## config.mk

```make
export PLATFORM = sky130hd
export DESIGN_NAME = seven_segment_scan_driver
export DESIGN_NICKNAME = d
export VERILOG_FILES = /design/src/hdl/sssd_pkg.sv /design/src/hdl/seven_segment_scan_driver.sv /design/src/hdl/sssd_value_split.sv /design/src/hdl/sssd_core.sv /design/src/hdl/sssd_out_skid.sv
export SDC_FILE = /design/constraint.sdc
export NUM_CORES = 1
export LEC_CHECK = 0
export BUFFER_PORTS_ARGS = -buffer_cell sky130_fd_sc_hd__buf_4
export CAP_MARGIN = 20
export CORE_MARGIN = 1.5
export CORE_UTILIZATION = 50
export CTS_CLUSTER_SIZE = 16
export DETAILED_ROUTE_END_ITERATION = 8
export PLACE_DENSITY = 0.68
export SYNTH_ARGS = -nofsm -noshare
export SYNTH_HDL_FRONTEND = slang
export SYNTH_SLANG_ARGS = --single-unit
```

## constraint.sdc

```tcl
create_clock -name clk -period 8.8 [get_ports clk]
set_clock_uncertainty 0.05 [all_clocks]
set_input_delay 1.32 -clock clk [delete_from_list [all_inputs] [get_ports clk]]
set_output_delay 1.32 -clock clk [all_outputs]
set_load 0.05 [all_outputs]
```

## src/hdl/sssd_pkg.sv

```systemverilog
// Shared types, constants and the glyph font for the seven-segment scan driver.
// No dependencies; every other file of the block but the checker refers to it by scoped names.
package sssd_pkg;

  localparam int NumDigits = 4;

  // Glyph codes that are not plain decimal digits
  localparam logic [4:0] GLYPH_MINUS = 5'd18;

  // Select pattern with every digit dark
  localparam logic [3:0] DIGITS_OFF = 4'hF;

  // Configuration register indexes
  localparam logic CFG_DISPLAY_ENABLE   = 1'b0;
  localparam logic CFG_TICKS_PER_SECOND = 1'b1;

  // Reset values of the configuration registers
  localparam logic [15:0] TICKS_PER_SECOND_RESET = 16'd1000;

  // Item function codes
  localparam logic FUNC_TICK = 1'b0;
  localparam logic FUNC_LOAD = 1'b1;

  typedef logic [NumDigits-1:0][4:0] digit_codes_t;

  typedef struct packed {
    logic [3:0]  digit_select_n;
    logic [7:0]  segments;
    logic [31:0] seconds_count;
    logic        second_pulse;
  } result_t;

  // Segment pattern for a glyph code, bit0 = segment a; unknown codes are blank
  function automatic logic [7:0] glyph_font(input logic [4:0] code);
    logic [7:0] pattern;
    case (code)
      5'd0:    pattern = 8'h3F;
      5'd1:    pattern = 8'h06;
      5'd2:    pattern = 8'h5B;
      5'd3:    pattern = 8'h4F;
      5'd4:    pattern = 8'h66;
      5'd5:    pattern = 8'h6D;
      5'd6:    pattern = 8'h7D;
      5'd7:    pattern = 8'h07;
      5'd8:    pattern = 8'h7F;
      5'd9:    pattern = 8'h67;
      5'd10:   pattern = 8'h77;
      5'd11:   pattern = 8'h7C;
      5'd12:   pattern = 8'h39;
      5'd13:   pattern = 8'h5E;
      5'd14:   pattern = 8'h79;
      5'd15:   pattern = 8'h71;
      5'd16:   pattern = 8'h08;
      5'd17:   pattern = 8'h80;
      5'd18:   pattern = 8'h40;
      default: pattern = 8'h00;
    endcase
    return pattern;
  endfunction

endpackage

```

## src/hdl/seven_segment_scan_driver.sv

```systemverilog
// Four-digit multiplexed seven-segment driver. A request is a load or a tick:
// a load (func = 1) splits the value into glyph codes, a tick (func = 0) drives
// the next digit and advances the tick counter and, on its wrap, the seconds
// counter. A request enters in every cycle while in_stall is low, and its result
// is registered in the output register; a one-entry skid buffer behind that
// register absorbs one request while the result waits, and in_stall rises only
// once that entry is full as well. Configuration writes (0: display enable,
// 1: ticks per second) are taken at once and are meant for an idle block.
module seven_segment_scan_driver (
  input  logic               clk,
  input  logic               rst,
  input  logic               in_valid,
  output logic               in_stall,
  input  logic               func,
  input  logic signed [14:0] value,
  output logic               out_valid,
  input  logic               out_stall,
  output logic [3:0]         digit_select_n,
  output logic [7:0]         segments,
  output logic [31:0]        seconds_count,
  output logic               second_pulse,
  input  logic               cfg_write,
  input  logic               cfg_index,
  input  logic [15:0]        cfg_data
);

  logic                   accept;
  logic                   full;
  sssd_pkg::digit_codes_t load_codes;
  sssd_pkg::result_t      result;
  sssd_pkg::result_t      out_data;

  assign in_stall = full;
  assign accept   = in_valid && !in_stall;

  sssd_value_split u_split (
    .value (value),
    .codes (load_codes)
  );

  sssd_core u_core (
    .clk        (clk),
    .rst        (rst),
    .accept     (accept),
    .func       (func),
    .load_codes (load_codes),
    .cfg_write  (cfg_write),
    .cfg_index  (cfg_index),
    .cfg_data   (cfg_data),
    .result     (result)
  );

  sssd_out_skid u_out (
    .clk       (clk),
    .rst       (rst),
    .push      (accept),
    .push_data (result),
    .full      (full),
    .out_valid (out_valid),
    .out_stall (out_stall),
    .out_data  (out_data)
  );

  assign digit_select_n = out_data.digit_select_n;
  assign segments       = out_data.segments;
  assign seconds_count  = out_data.seconds_count;
  assign second_pulse   = out_data.second_pulse;

endmodule

```

## src/hdl/sssd_value_split.sv

```systemverilog
// Splits a signed load value into four glyph codes (minus sign or thousands,
// then hundreds, tens, units). Uses sssd_pkg for the code type and glyphs.
module sssd_value_split (
  input  logic signed [14:0]   value,
  output sssd_pkg::digit_codes_t codes
);

  logic        negative;
  logic [14:0] mag;
  logic [4:0]  thousands;
  logic [9:0]  rest_h;
  logic [3:0]  hundreds;
  logic [6:0]  rest_t;
  logic [3:0]  tens;
  logic [3:0]  units;

  // Take the magnitude; saturate large positive values
  always_comb begin
    negative = value[14];
    if (negative) begin
      mag = 15'(16'h8000 - {1'b0, value});
    end else if ($unsigned(value) > 15'd9999) begin
      mag = 15'd9999;
    end else begin
      mag = $unsigned(value);
    end
  end

  // Extract one decimal digit per level through a bank of constant compares
  always_comb begin
    thousands = '0;
    rest_h    = mag[9:0];
    for (int k = 1; k <= 16; k++) begin
      if (mag >= 15'(k * 1000)) begin
        thousands = 5'(k);
        rest_h    = 10'(mag - 15'(k * 1000));
      end
    end

    hundreds = '0;
    rest_t   = rest_h[6:0];
    for (int k = 1; k <= 9; k++) begin
      if (rest_h >= 10'(k * 100)) begin
        hundreds = 4'(k);
        rest_t   = 7'(rest_h - 10'(k * 100));
      end
    end

    tens  = '0;
    units = rest_t[3:0];
    for (int k = 1; k <= 9; k++) begin
      if (rest_t >= 7'(k * 10)) begin
        tens  = 4'(k);
        units = 4'(rest_t - 7'(k * 10));
      end
    end
  end

  assign codes[0] = negative ? sssd_pkg::GLYPH_MINUS : thousands;
  assign codes[1] = {1'b0, hundreds};
  assign codes[2] = {1'b0, tens};
  assign codes[3] = {1'b0, units};

endmodule

```

## src/hdl/sssd_core.sv

```systemverilog
// Display state, tick and seconds counters, scan position and configuration.
// Builds one result per accepted request. Uses sssd_pkg for types and font.
module sssd_core (
  input  logic                   clk,
  input  logic                   rst,
  input  logic                   accept,
  input  logic                   func,
  input  sssd_pkg::digit_codes_t load_codes,
  input  logic                   cfg_write,
  input  logic                   cfg_index,
  input  logic [15:0]            cfg_data,
  output sssd_pkg::result_t      result
);

  logic                   display_enable;
  logic [15:0]            ticks_per_second;
  sssd_pkg::digit_codes_t digit_codes;
  logic [1:0]             scan_position;
  logic [15:0]            tick_count;
  logic [31:0]            seconds_total;
  logic [7:0]             segment_latch;
  logic [3:0]             select_latch;

  sssd_pkg::digit_codes_t digit_codes_next;
  logic [1:0]             scan_position_next;
  logic [15:0]            tick_count_next;
  logic [31:0]            seconds_total_next;
  logic [7:0]             segment_latch_next;
  logic [3:0]             select_latch_next;

  logic [16:0] tick_inc;
  logic        wrap;
  logic        is_tick;

  assign tick_inc = {1'b0, tick_count} + 17'd1;
  assign wrap     = tick_inc >= {1'b0, ticks_per_second};
  assign is_tick  = accept && (func == sssd_pkg::FUNC_TICK);

  // Work out the state after this request
  always_comb begin
    digit_codes_next   = digit_codes;
    scan_position_next = scan_position;
    tick_count_next    = tick_count;
    seconds_total_next = seconds_total;
    segment_latch_next = segment_latch;
    select_latch_next  = select_latch;
    if (accept && (func == sssd_pkg::FUNC_LOAD)) begin
      digit_codes_next = load_codes;
    end
    if (is_tick) begin
      if (wrap) begin
        tick_count_next    = '0;
        seconds_total_next = seconds_total + 32'd1;
      end else begin
        tick_count_next = tick_inc[15:0];
      end
      if (display_enable) begin
        select_latch_next  = ~(4'b0001 << scan_position);
        segment_latch_next = sssd_pkg::glyph_font(digit_codes[scan_position]);
      end else begin
        select_latch_next = sssd_pkg::DIGITS_OFF;
      end
      scan_position_next = scan_position + 2'd1;
    end
  end

  // Result shows the latches after the update
  always_comb begin
    result.digit_select_n = select_latch_next;
    result.segments       = segment_latch_next;
    result.seconds_count  = seconds_total_next;
    result.second_pulse   = is_tick && wrap;
  end

  // Hold state; configuration writes win over the scan on the select latch
  always_ff @(posedge clk) begin
    if (rst) begin
      display_enable   <= 1'b1;
      ticks_per_second <= sssd_pkg::TICKS_PER_SECOND_RESET;
      digit_codes      <= '0;
      scan_position    <= '0;
      tick_count       <= '0;
      seconds_total    <= '0;
      segment_latch    <= '0;
      select_latch     <= sssd_pkg::DIGITS_OFF;
    end else begin
      digit_codes   <= digit_codes_next;
      scan_position <= scan_position_next;
      tick_count    <= tick_count_next;
      seconds_total <= seconds_total_next;
      segment_latch <= segment_latch_next;
      select_latch  <= select_latch_next;
      if (cfg_write) begin
        unique case (cfg_index)
          sssd_pkg::CFG_DISPLAY_ENABLE: begin
            display_enable <= cfg_data[0];
            if (!cfg_data[0]) begin
              select_latch <= sssd_pkg::DIGITS_OFF;
            end
          end
          sssd_pkg::CFG_TICKS_PER_SECOND: begin
            ticks_per_second <= cfg_data;
          end
        endcase
      end
    end
  end

endmodule

```

## src/hdl/sssd_out_skid.sv

```systemverilog
// Output register with one skid entry so a request is taken while a result
// waits. Uses sssd_pkg for the result type.
module sssd_out_skid (
  input  logic              clk,
  input  logic              rst,
  input  logic              push,
  input  sssd_pkg::result_t push_data,
  output logic              full,
  output logic              out_valid,
  input  logic              out_stall,
  output sssd_pkg::result_t out_data
);

  logic              skid_valid;
  sssd_pkg::result_t skid_data;

  assign full = skid_valid;

  // Refill the output register from the skid entry first, then from a push
  always_ff @(posedge clk) begin
    if (rst) begin
      out_valid  <= 1'b0;
      skid_valid <= 1'b0;
    end else if (!out_valid || !out_stall) begin
      if (skid_valid) begin
        out_data   <= skid_data;
        out_valid  <= 1'b1;
        skid_valid <= 1'b0;
      end else if (push) begin
        out_data  <= push_data;
        out_valid <= 1'b1;
      end else begin
        out_valid <= 1'b0;
      end
    end else if (push) begin
      skid_data  <= push_data;
      skid_valid <= 1'b1;
    end
  end

endmodule

```

==> metrics <==
NetSw=1.520 mW; site row count=60; first-pass GRT wire length=69700 um; die area=28610 um^2; area growth from synthesis to layout=22.28%; hold wc startpoint=u_core.digit_codes[12]$_SDFFE_PP0P_; yosys warns=0; DP Wirelength=34640 um; share of layout cells above drive strength 1=25.64%; Syn Nets=1677; dominant combinational cell family by area after synthesis=compound AO/OA/AOI/OAI gates; Layout Nets=1915; Cells after Synth=1574; Iteration-0 DRC Markers=1211; TritonCTS clock tree=yes; Setup WS pre-CTS=-0.08055 ns; P_int=2.209 mW; via/cell ratio=6.200; routed len/inst=20.66 um; count of cell types in the netlist=118; r2r setup slk=3.48 ns; Hold Slack=0.4029 ns; Critical Path AT=8.69 ns; delay-heaviest family, CP=simple AND/OR/NAND/NOR gates; grt met1 use=40.34%; total power draw=between 3 and 4 mW; Max-cap violations=0; Min-Delay Path Class=reg2reg; Max Fclk=118.8 MHz; total routed wirelength=44740 um; post-synthesis compound-gate area fraction=23.01%; Initial Utilization=51.06%; Crit path largest cell delay=roughly 0.56 ns; Slew @ Worst Pin=approximately 1.0 ns; final non-filler cell total=about 2200; # port buffers=84; EDFF count, synth=90; XOR/XNOR share of the synthesized area=4.932%; Cell Area, Placed=16180 um^2; total negative slack=0 ns; met3 Usage GRT=7.136%; final hold vios=0; worst r2r path cells=17; Worst Path Buf+Inv=6; Final WS setup=approximately 0.38 ns; mux share of post-synthesis cell area=under 10%; H-tree depth reported by CTS=4; CTS Buffer Depth=2; Crit Path Class=in2reg; pwr/cell area=221.0 nW/um^2; sequential element share of the synthesized area=around 34%; met2 Resource Use GR=50.04%; global placement routability congestion=1.039; DIE WIDTH=between 150 and 200 um; Clk pwr share=22.2%; reg2reg start=u_core.tick_count[0]$_SDFFE_PP0P_; CTS Buf Count=17; Skew-Pair Late Insertion Delay=0.45 ns; core area=27030 um^2; post-route design area=16870 um^2; vias in the first global route=between 10000 and 15000; P_leak=6.914 nW; Synth top area share=19.58%; Relative slew margins=32.99%; Final Cycle Share=95.66%; final setup fails=0; Hold Path End=u_core.digit_codes[12]$_SDFFE_PP0P_; max-slew violation count=0; root buffer cell=clkbuf_16; Worst VDD drop=between 0.15 and 0.2 mV; IO Count=85; Sw Share=approximately 40%; status=completed; n_diodes=0; Post-DRT Antenna Nets=0; drt pass-1 iters=6; Remaining DRCs=0; initial antenna violation count=0; Async S/R FF share, synth=0%; routed via count=13430; grt total ovfl=0; Primary FF master, synth=dfxtp_1; Adder-Cell Fraction of Synth Area=5.893%; number of synthesized register bits=188; FF-to-FF End=u_out.out_data[21]$_DFFE_PP_; Reg power frac=between 20% and 30%; CP max FO=10; Post-Syn Area=13800 um^2; clk sinks=188; min Tclk post-route=8.418 ns; Reg clk slew, reported paths=about 0.080 ns; GRT Resource Usage Total=31.18%; Final Util=62.44%; hold depth=2; largest area contributor in the netlist=edfxtp_1; simple-gate area share of the yosys netlist=22.18%; chip height=169.1 um; # hold bufs at CTS=0; Synth area leaders=edfxtp_1, dfxtp_1, ha_1; Worst setup EP type=flop; Logic pwr share=51.8%; slowest CP cell=or4_4; placed cell count=between 2000 and 2500; startpoint types=input port; largest net degree at the start of global routing=54; Post-Syn Area per Cell=8.768 um^2; GR peak layer=met2; Critical Path RT=9.07 ns
==> worst max-delay path by stage <==
stage | start | to | slack (ns) | cells past startpoint
floorplan | value[5] | u_core.digit_codes[18]$_SDFFE_PP0P_ | 0.008 | 34
global placement | value[7] | u_core.digit_codes[16]$_SDFFE_PP0P_ | -0.006 | 34
detailed placement | value[7] | u_core.digit_codes[16]$_SDFFE_PP0P_ | -0.08 | 34
CTS | value[7] | u_core.digit_codes[16]$_SDFFE_PP0P_ | 0.33 | 34
global route | value[7] | u_core.digit_codes[16]$_SDFFE_PP0P_ | -0.03 | 34
finish | value[7] | u_core.digit_codes[16]$_SDFFE_PP0P_ | 0.38 | 34
==> power groups by stage <==
stage	combinational, mW	clock (mW)	sequential, mW
2_1_floorplan	1.09	0	1.02
3_3_place_gp	1.89	0	0.989
3_5_place_dp	1.88	0	0.991
4_1_cts	1.89	0.843	0.971
5_1_grt	2.08	0.877	0.975
6_report	1.93	0.827	0.971
==> layer usage <==
| layer | wire length, um | share of wire (%) |
|---|---|---|
| met4 | 1897 | 4.2 |
| met3 | 3776 | 8.4 |
| met2 | 19870 | 44 |
| met5 | 0 | 0 |
| met1 | 19190 | 43 |
==> state kept, by name, indices dropped and copies added, names as in the netlist <==
register	count
u_out.out_data	45
u_out.skid_data	45
u_core.seconds_total	32
u_core.digit_codes	17
u_core.tick_count	16
u_core.ticks_per_second	16
u_core.segment_latch	8
u_core.select_latch	4
u_core.scan_position	2
u_core.display_enable	1
u_out.full	1
u_out.out_valid	1
==> synthesized netlist by cell type (all sizes together) (11+ instances only) <==
cell type    n
xor2        32
a221oi      12
and3        26
o21ai       77
a21o        13
a31oi       14
mux2        51
and2        56
a2bb2oi     13
nor4        15
dfxtp       98
a21oi      101
o211ai      31
nor2       120
xnor2       44
mux2i       13
a211oi      18
nor3        45
ha          65
nand2b      11
or3         17
o31ai       12
edfxtp      90
nand3       55
inv         67
clkbuf      54
buf         27
nand4       18
o21a        12
nand2      177
==> worst min-delay path, delay by kind of cell, from the launching register on <==
kind            cells  cell delay, ns
simple gates        1            0.05
compound gates      1            0.05
flops               1            0.31
==> cell families (layout without fill, tap and decap cells) <==
| logic type | after synthesis | after routing |
|---|---|---|
| buffers and inverters | 149 | 400 |
| muxes | 68 | 68 |
| DFF | 188 | 188 |
| and+or+nand+nor | 597 | 597 |
| AOI/OAI and AO/OA | 431 | 431 |
| adders and majority gates | 65 | 65 |
| xor gates and xnor gates | 76 | 76 |
==> final cells by class <==
cell class                 count  area (um^2)
inverter                      68        257.7
timing repair buffer         300         2252
fill                        2415        10150
clock inverter                15        224.0
tap                          341        426.7
clock buffer                  17        425.4
multi-input combinational   1237         8623
sequential                   188         4666
==> cell usage in the layout (no fill, tap or decap), types with 15 or more instances in the layout <==
| master | Yosys | final |
|---|---|---|
| buf_4 | 2 | 300 |
| a21oi_1 | 98 | 98 |
| ha_1 | 65 | 65 |
| mux2_2 | 49 | 49 |
| and3_1 | 26 | 26 |
| and2_1 | 55 | 55 |
| o21ai_0 | 67 | 67 |
| nor2_1 | 118 | 117 |
| nor3_1 | 40 | 38 |
| a211oi_1 | 17 | 15 |
| clkbuf_16 | 0 | 17 |
| or3_1 | 15 | 15 |
| nand3_1 | 55 | 55 |
| edfxtp_1 | 90 | 90 |
| o211ai_1 | 28 | 28 |
| xor2_1 | 32 | 32 |
| nand4_1 | 18 | 18 |
| dfxtp_1 | 98 | 97 |
| inv_1 | 61 | 61 |
| xnor2_1 | 42 | 42 |
| nand2_1 | 174 | 174 |
==> what timing repair did <==
| action | in CTS | in global routing |
|---|---|---|
| setup endpoints to repair | 0 | 5 |
| resized for setup | 0 | 7 |
| endpoints found under the hold margin | 0 | 0 |
| setup buffers | 0 | 0 |
(Power assumes the default switching activity.)
